**config.mk**
```make
export PLATFORM = sky130hd
export DESIGN_NAME = arp_cache_fifo_table_top
export DESIGN_NICKNAME = d
export VERILOG_FILES = /design/src/design/acf_pkg.sv /design/src/design/arp_cache_fifo_table_top.sv /design/src/design/acf_cell.sv
export VERILOG_INCLUDE_DIRS = /design/src /design/src/design
export SDC_FILE = /design/constraint.sdc
export NUM_CORES = 2
export LEC_CHECK = 0
export BUFFER_PORTS_ARGS = -buffer_cell sky130_fd_sc_hd__buf_2
export CAP_MARGIN = 25
export CORE_MARGIN = 2
export CORE_UTILIZATION = 60
export DETAILED_ROUTE_END_ITERATION = 7
export PLACE_DENSITY = 0.76
export SYNTH_ARGS = -nofsm -noshare
export SYNTH_HDL_FRONTEND = slang
export SYNTH_SLANG_ARGS = --single-unit
```
**constraint.sdc**
```tcl
create_clock -name i_clk -period 97.9 [get_ports i_clk]
set_clock_uncertainty 0.2 [all_clocks]
set_input_delay 19.58 -clock i_clk [delete_from_list [all_inputs] [get_ports i_clk]]
set_output_delay 19.58 -clock i_clk [all_outputs]
set_load 0.03 [all_outputs]
```
**src/design/arp_cache_fifo_table_top_defines.svh**
```systemverilog
// assertion macros for the arp cache table
`ifndef ARP_CACHE_FIFO_TABLE_TOP_DEFINES_SVH
`define ARP_CACHE_FIFO_TABLE_TOP_DEFINES_SVH

// condition in this cycle implies property in the same cycle
`define ACF_ASSERT_SAME(lbl, cond, prop, msg) \
    lbl: assert property (@(posedge i_clk) disable iff (!i_rst_n) (cond) |-> (prop)) \
        else $error(msg);

// condition in this cycle implies property in the next cycle
`define ACF_ASSERT_NEXT(lbl, cond, prop, msg) \
    lbl: assert property (@(posedge i_clk) disable iff (!i_rst_n) (cond) |=> (prop)) \
        else $error(msg);

`endif

```
**src/design/acf_pkg.sv**
```systemverilog
// shared types and constants of the arp cache table
package acf_pkg;

    localparam int IP_W  = 32;
    localparam int MAC_W = 48;

    typedef enum logic {
        REQ_INSERT = 1'b0,
        REQ_LOOKUP = 1'b1
    } t_req_type;

    // search token walking down the row of cells
    typedef struct packed {
        logic             vld;
        logic [IP_W-1:0]  key;
        logic             hit;
        logic [MAC_W-1:0] mac;
    } t_search;

endpackage

```
**src/design/arp_cache_fifo_table_top.sv**
```systemverilog
// top level of the arp cache table: row of slot cells, search pipeline, result register
//
//  channel  | dir | handshake              | payload
//  request  | in  | i_s_tvalid/o_s_tready  | tuser: req_type; tdata: ip_addr, mac_in
//  result   | out | o_m_tvalid/i_m_tready  | tuser: found; tdata: mac_out
//
// an insert waits until no lookup is still in the cell row
// a lookup walks the row one cell at a time, then enters the result register
// while the result register takes data, lookups follow each other every cycle
// a stalled result register freezes the whole search row
// reset (synchronous, active low) empties the table and drops searches in flight
`include "arp_cache_fifo_table_top_defines.svh"

module arp_cache_fifo_table_top #(
    parameter int TABLE_DEPTH = 16
) (
    input  logic        i_clk,
    input  logic        i_rst_n,
    input  logic        i_s_tvalid,
    output logic        o_s_tready,
    input  logic [79:0] i_s_tdata,   // [31:0] ip_addr, [79:32] mac_in
    input  logic        i_s_tuser,   // [0] req_type
    output logic        o_m_tvalid,
    input  logic        i_m_tready,
    output logic [47:0] o_m_tdata,   // [47:0] mac_out
    output logic        o_m_tuser    // [0] found
);

    localparam int CW = $clog2(TABLE_DEPTH + 1);

    logic [acf_pkg::IP_W-1:0]  new_ip;
    logic [acf_pkg::MAC_W-1:0] new_mac;
    logic                      is_lookup;
    logic                      adv;
    logic                      acc;
    logic                      ins;
    logic                      full;
    logic [CW-1:0]             r_inflight;
    logic [CW-1:0]             n_inflight;
    logic                      r_out_valid;
    logic                      r_found;
    logic [acf_pkg::MAC_W-1:0] r_mac;

    logic [TABLE_DEPTH-1:0]    w_valid;
    logic [acf_pkg::IP_W-1:0]  w_ip  [TABLE_DEPTH];
    logic [acf_pkg::MAC_W-1:0] w_mac [TABLE_DEPTH];
    acf_pkg::t_search          w_tok [TABLE_DEPTH+1];

    assign new_ip    = i_s_tdata[31:0];
    assign new_mac   = i_s_tdata[79:32];
    assign is_lookup = (i_s_tuser == acf_pkg::REQ_LOOKUP);

    assign adv  = !r_out_valid || i_m_tready;
    assign full = w_valid[TABLE_DEPTH-1];

    // lookups need the row moving; inserts need the row empty of searches
    assign o_s_tready = is_lookup ? adv : (r_inflight == '0);
    assign acc        = i_s_tvalid && o_s_tready;
    assign ins        = acc && !is_lookup;

    always_comb begin
        w_tok[0].vld = acc && is_lookup;
        w_tok[0].key = new_ip;
        w_tok[0].hit = 1'b0;
        w_tok[0].mac = '0;
    end

    for (genvar k = 0; k < TABLE_DEPTH; k++) begin : g_cell
        logic                      prev_valid;
        logic [acf_pkg::IP_W-1:0]  shift_ip;
        logic [acf_pkg::MAC_W-1:0] shift_mac;

        if (k == 0) begin : g_first
            assign prev_valid = 1'b1;
        end else begin : g_mid
            assign prev_valid = w_valid[k-1];
        end

        if (k == TABLE_DEPTH - 1) begin : g_last
            assign shift_ip  = new_ip;
            assign shift_mac = new_mac;
        end else begin : g_inner
            assign shift_ip  = w_ip[k+1];
            assign shift_mac = w_mac[k+1];
        end

        acf_cell u_cell (
            .i_clk        (i_clk),
            .i_rst_n      (i_rst_n),
            .i_adv        (adv),
            .i_ins        (ins),
            .i_full       (full),
            .i_prev_valid (prev_valid),
            .i_shift_ip   (shift_ip),
            .i_shift_mac  (shift_mac),
            .i_new_ip     (new_ip),
            .i_new_mac    (new_mac),
            .i_tok        (w_tok[k]),
            .o_valid      (w_valid[k]),
            .o_ip         (w_ip[k]),
            .o_mac        (w_mac[k]),
            .o_tok        (w_tok[k+1])
        );
    end

    always_comb begin
        n_inflight = r_inflight;
        if (acc && is_lookup) begin
            n_inflight = n_inflight + CW'(1);
        end
        if (adv && w_tok[TABLE_DEPTH].vld) begin
            n_inflight = n_inflight - CW'(1);
        end
    end

    always_ff @(posedge i_clk) begin
        if (!i_rst_n) begin
            r_inflight  <= '0;
            r_out_valid <= 1'b0;
        end else begin
            r_inflight <= n_inflight;
            if (adv) begin
                r_out_valid <= w_tok[TABLE_DEPTH].vld;
            end
        end
    end

    always_ff @(posedge i_clk) begin
        if (adv) begin
            r_found <= w_tok[TABLE_DEPTH].hit;
            r_mac   <= w_tok[TABLE_DEPTH].mac;
        end
    end

    assign o_m_tvalid = r_out_valid;
    assign o_m_tuser  = r_found;
    assign o_m_tdata  = r_mac;

    `ACF_ASSERT_SAME(a_ins_row_idle, ins, r_inflight == '0, "insert with searches in flight")
    `ACF_ASSERT_SAME(a_inflight_bound, 1'b1, r_inflight <= CW'(TABLE_DEPTH),
        "search count above row length")
    `ACF_ASSERT_SAME(a_miss_zero, o_m_tvalid && !o_m_tuser, o_m_tdata == '0,
        "miss result with nonzero mac")
    `ACF_ASSERT_NEXT(a_fill_grows, ins && !full,
        $countones(w_valid) == $past($countones(w_valid)) + 1, "insert did not fill a slot")

endmodule

```
**src/design/acf_cell.sv**
```systemverilog
// one table slot: stores an address pair and compares a passing search token
module acf_cell (
    input  logic                      i_clk,
    input  logic                      i_rst_n,
    input  logic                      i_adv,
    input  logic                      i_ins,
    input  logic                      i_full,
    input  logic                      i_prev_valid,
    input  logic [acf_pkg::IP_W-1:0]  i_shift_ip,
    input  logic [acf_pkg::MAC_W-1:0] i_shift_mac,
    input  logic [acf_pkg::IP_W-1:0]  i_new_ip,
    input  logic [acf_pkg::MAC_W-1:0] i_new_mac,
    input  acf_pkg::t_search          i_tok,
    output logic                      o_valid,
    output logic [acf_pkg::IP_W-1:0]  o_ip,
    output logic [acf_pkg::MAC_W-1:0] o_mac,
    output acf_pkg::t_search          o_tok
);

    logic                      r_valid;
    logic [acf_pkg::IP_W-1:0]  r_ip;
    logic [acf_pkg::MAC_W-1:0] r_mac;
    acf_pkg::t_search          r_tok;
    acf_pkg::t_search          n_tok;
    logic                      load_new;
    logic                      load_shift;
    logic                      match;

    // first free slot takes the new pair; a full row shifts toward slot zero
    assign load_new   = i_ins && !i_full && i_prev_valid && !r_valid;
    assign load_shift = i_ins && i_full;
    assign match      = r_valid && (r_ip == i_tok.key);

    always_comb begin
        n_tok     = i_tok;
        n_tok.hit = i_tok.hit || match;
        if (!i_tok.hit && match) begin
            n_tok.mac = r_mac;
        end
    end

    always_ff @(posedge i_clk) begin
        if (!i_rst_n) begin
            r_valid <= 1'b0;
        end else if (load_new) begin
            r_valid <= 1'b1;
        end
    end

    always_ff @(posedge i_clk) begin
        if (load_new) begin
            r_ip  <= i_new_ip;
            r_mac <= i_new_mac;
        end else if (load_shift) begin
            r_ip  <= i_shift_ip;
            r_mac <= i_shift_mac;
        end
    end

    // only the valid bit of the token is reset
    always_ff @(posedge i_clk) begin
        if (!i_rst_n) begin
            r_tok.vld <= 1'b0;
        end else if (i_adv) begin
            r_tok.vld <= n_tok.vld;
        end
        if (i_adv) begin
            r_tok.key <= n_tok.key;
            r_tok.hit <= n_tok.hit;
            r_tok.mac <= n_tok.mac;
        end
    end

    assign o_valid = r_valid;
    assign o_ip    = r_ip;
    assign o_mac   = r_mac;
    assign o_tok   = r_tok;

endmodule
```
==> results.txt <==
Async S/R FF share, synth: 0
DRT iter0 DRCs: 7335
Root Buffer: clkbuf_16
synthesized area: 109400 um^2
Data required, critical path: 78.12 ns
Post-Place Setup Slack: 56.64 ns
setup violators final: 0
minimum clock period: 41.24 ns
worst path arrival time: 21.46 ns
Starting Density: 0.6044
Post-synth EDFFs: 2593
GRT Total Usage: 0.2855
Flop pwr share: 0.548
Synth Flop Type: edfxtp_1
DRT antenna net count: 0
worst min path class: reg -> reg
Die Height: 430.9 um
IO Count: 136
fmax: 24.25 MHz
filler instances: 11567
vias per inst: 6.488
clk buf depth: 4
Max H-tree Level: 5
Worst Tran Pin Value: 1.191 ns
remaining routing DRC violations: 0
crit path max fanout: 104
# clock sinks: 2631
Peak VDD IR: 0.01583 mV
largest net degree at the start of global routing: 175
Setup TNS: 0 ns
Final Cycle Share: 0.4213
Clk pwr share: 0.436
die area: 185700 um^2
Routability Congestion: 0.8834
distinct cell type count after synthesis: 58
gr ovfl total: 0
Routed WL per cell: 30.80 um
Final Hold Viols: 0
CTS-repair resized insts: 0
via count: 56286
P per Cell Area: 18.84 nW/um^2
RSZ-0062 raised after global routing: no
Std-Cell Rows: 156
R2R Setup Slk: 91.96 ns
CP startpoint: i_m_tready
YS warnings: 0
Final Max Tran Viols: 0
input/output buffers: 135
vias in the first global route: 56672
Comb power frac: 0.017
Max-cap violations: 0
Crit. End Element: primary output
CTS tree: done
Rel. slew slack: 0.2057
Int Pwr: 1818 uW
crit start category: input port
count of TritonRoute iterations in the first routing pass: 6
Register-to-Register Path Depth: 9
PnR worst setup slack: 56.66 ns
register area share after synthesis: 0.7189
Hold-fix buffers, CTS: 0
Area contributors post-synth: edfxtp_1 71%, mux2_2 18%, xnor2_1 2.3%
initial antenna violation count: 19
Sw Share: 0.2024
area share of the largest cell type after synthesis: 0.7120
Worst-Skew Late Latency: 0.93 ns
Routed Wire Length: 267200 um
launch point of the worst reg-to-reg path: o_m_tvalid
Post-Syn Nets: 5978
proportion of layout cells with a drive suffix above 1: 0.3772
post-synth top area cell: edfxtp_1
core footprint: 180900 um^2
status: finished, final reports clean
Horiz. Die Dim: 430.9 um
LEAKAGE: 0.04347 uW
first-pass GRT wire length: 387700 um
Sw Pwr: 461.3 uW
end of the worst register-to-register path: g_cell[4].u_cell.o_tok[40]
syn_area_per_cell: 18.57 um^2
Post-CTS Setup Inserts: 0
critical path class: in -> out
#FFs+latches synth: 2631
P&R area growth vs syn: 10.62%
TritonCTS Buffers: 279
Post-Syn Instances: 5890
hold slack final: 0.2117 ns
Reg clk slew, reported paths: 0.06 ns
critical path endpoint: o_s_tready
nets: 6205
hpwl dp: 157900 um
## cell usage in the layout (no fill, tap or decap), types with 55 or more instances in the layout
cell / n
edfxtp_1: 2593
mux2_2: 1721
clkbuf_16: 285
xnor2_1: 283
mux2_1: 195
buf_2: 135
xor2_1: 132
inv_1: 114
buf_4: 86
nand4_1: 74
nand2_1: 55
## logic make-up after synthesis
kind of cell	after synthesis	share of synthesized area
adders and majority gates	3	0.0003433
and+or+nand+nor	357	0.01974
buffers and inverters	406	0.01937
xor gates and xnor gates	415	0.03324
AOI/OAI and AO/OA	160	0.01091
DFF	2631	0.7189
muxes	1918	0.1975
## metrics by stage
stage,power (uW),cell area (um^2),cells,utilization
floorplan,1287,109400,5890,-
global placement,1307,112300,8192,0.6207
detailed placement,1308,112400,8198,0.6214
CTS,2289,120800,8658,0.6674
global route,2332,121000,8669,0.6686
finish,2279,121000,8675,0.6686
## cell type report
type                            count  area (um^2)  share of cell area
Tap cell                         2370         2965             0.02451
Clock inverter                    119        948.4            0.007839
Clock buffer                      341         7362             0.06085
Antenna cell                        9        22.52           0.0001862
Multi-Input combinational cell   2853        28920              0.2390
Timing Repair Buffer              237         1702             0.01407
Inverter                          115        439.2            0.003630
Sequential cell                  2631        78630              0.6499
## sequential cells by signal (all words and copies together) (netlist names)
| name | count |
|---|---|
| g_cell.u_cell.o_mac | 768 |
| g_cell.u_cell.o_valid | 16 |
| o_m_tvalid | 1 |
| g_cell.u_cell.o_tok | 1280 |
| g_cell.u_cell.o_ip | 512 |
| o_m_tdata | 48 |
| r_inflight | 5 |
| o_m_tuser | 1 |
## power groups by stage
stage               Clock, uW  Sequential (uW)  Combinational, uW
detailed placement          0             1270               36.8
finish                    993             1250               37.8
global route             1040             1250               39.4
CTS                      1000             1250               37.2
floorplan                   0             1270               20.2
global placement            0             1270               36.1
## critical path, cell delays in order
cell     delay, ns
buf_2         0.12
nor2b_2       0.74
inv_8         0.43
nand2_1       0.24
o21ai_0       0.12
buf_2         0.19
## cells in the mapped netlist, types with 8 or more instances
library cell,number
a222oi_1,9
o21ai_0,25
dfxtp_1,38
nand2_1,55
xor2_1,132
o2bb2ai_1,12
buf_2,64
nand3_1,12
nor2_8,8
buf_1,32
nand2b_1,22
inv_1,114
nand2_2,8
buf_4,21
nor2_1,17
mux2_2,1721
buf_6,58
xnor2_1,283
and2_1,53
edfxtp_1,2593
o22ai_1,27
nor2b_1,17
a21boi_0,28
nor4_1,45
clkbuf_1,116
nor3_1,20
nand4_1,74
mux2_1,195
## metal layers
| layer | wire length, um | GRT usage | vias up |
|---|---|---|---|
| met3 | 25300 | 0.04943 | 531 |
| li1 | - | - | 23267 |
| met5 | 70 | 0 | - |
| met1 | 106700 | 0.4068 | 29426 |
| met2 | 126600 | 0.4525 | 3052 |
| met4 | 8590 | 0.09180 | 10 |
## worst min-delay path by stage
stage                           startpoint             to  slack (ns)  cells after the start
6_report       g_cell[15].u_cell.o_tok[33]  o_m_tdata[33]        0.21                      0
3_5_place_dp   g_cell[15].u_cell.o_tok[15]  o_m_tdata[15]        0.21                      0
5_1_grt        g_cell[15].u_cell.o_tok[30]  o_m_tdata[30]        0.22                      0
3_3_place_gp   g_cell[15].u_cell.o_tok[36]  o_m_tdata[36]        0.20                      0
4_1_cts        g_cell[15].u_cell.o_tok[33]  o_m_tdata[33]        0.21                      0
2_1_floorplan   g_cell[15].u_cell.o_tok[0]   o_m_tdata[0]        0.20                      0
Note: power is estimated with default switching activity, not from simulation.
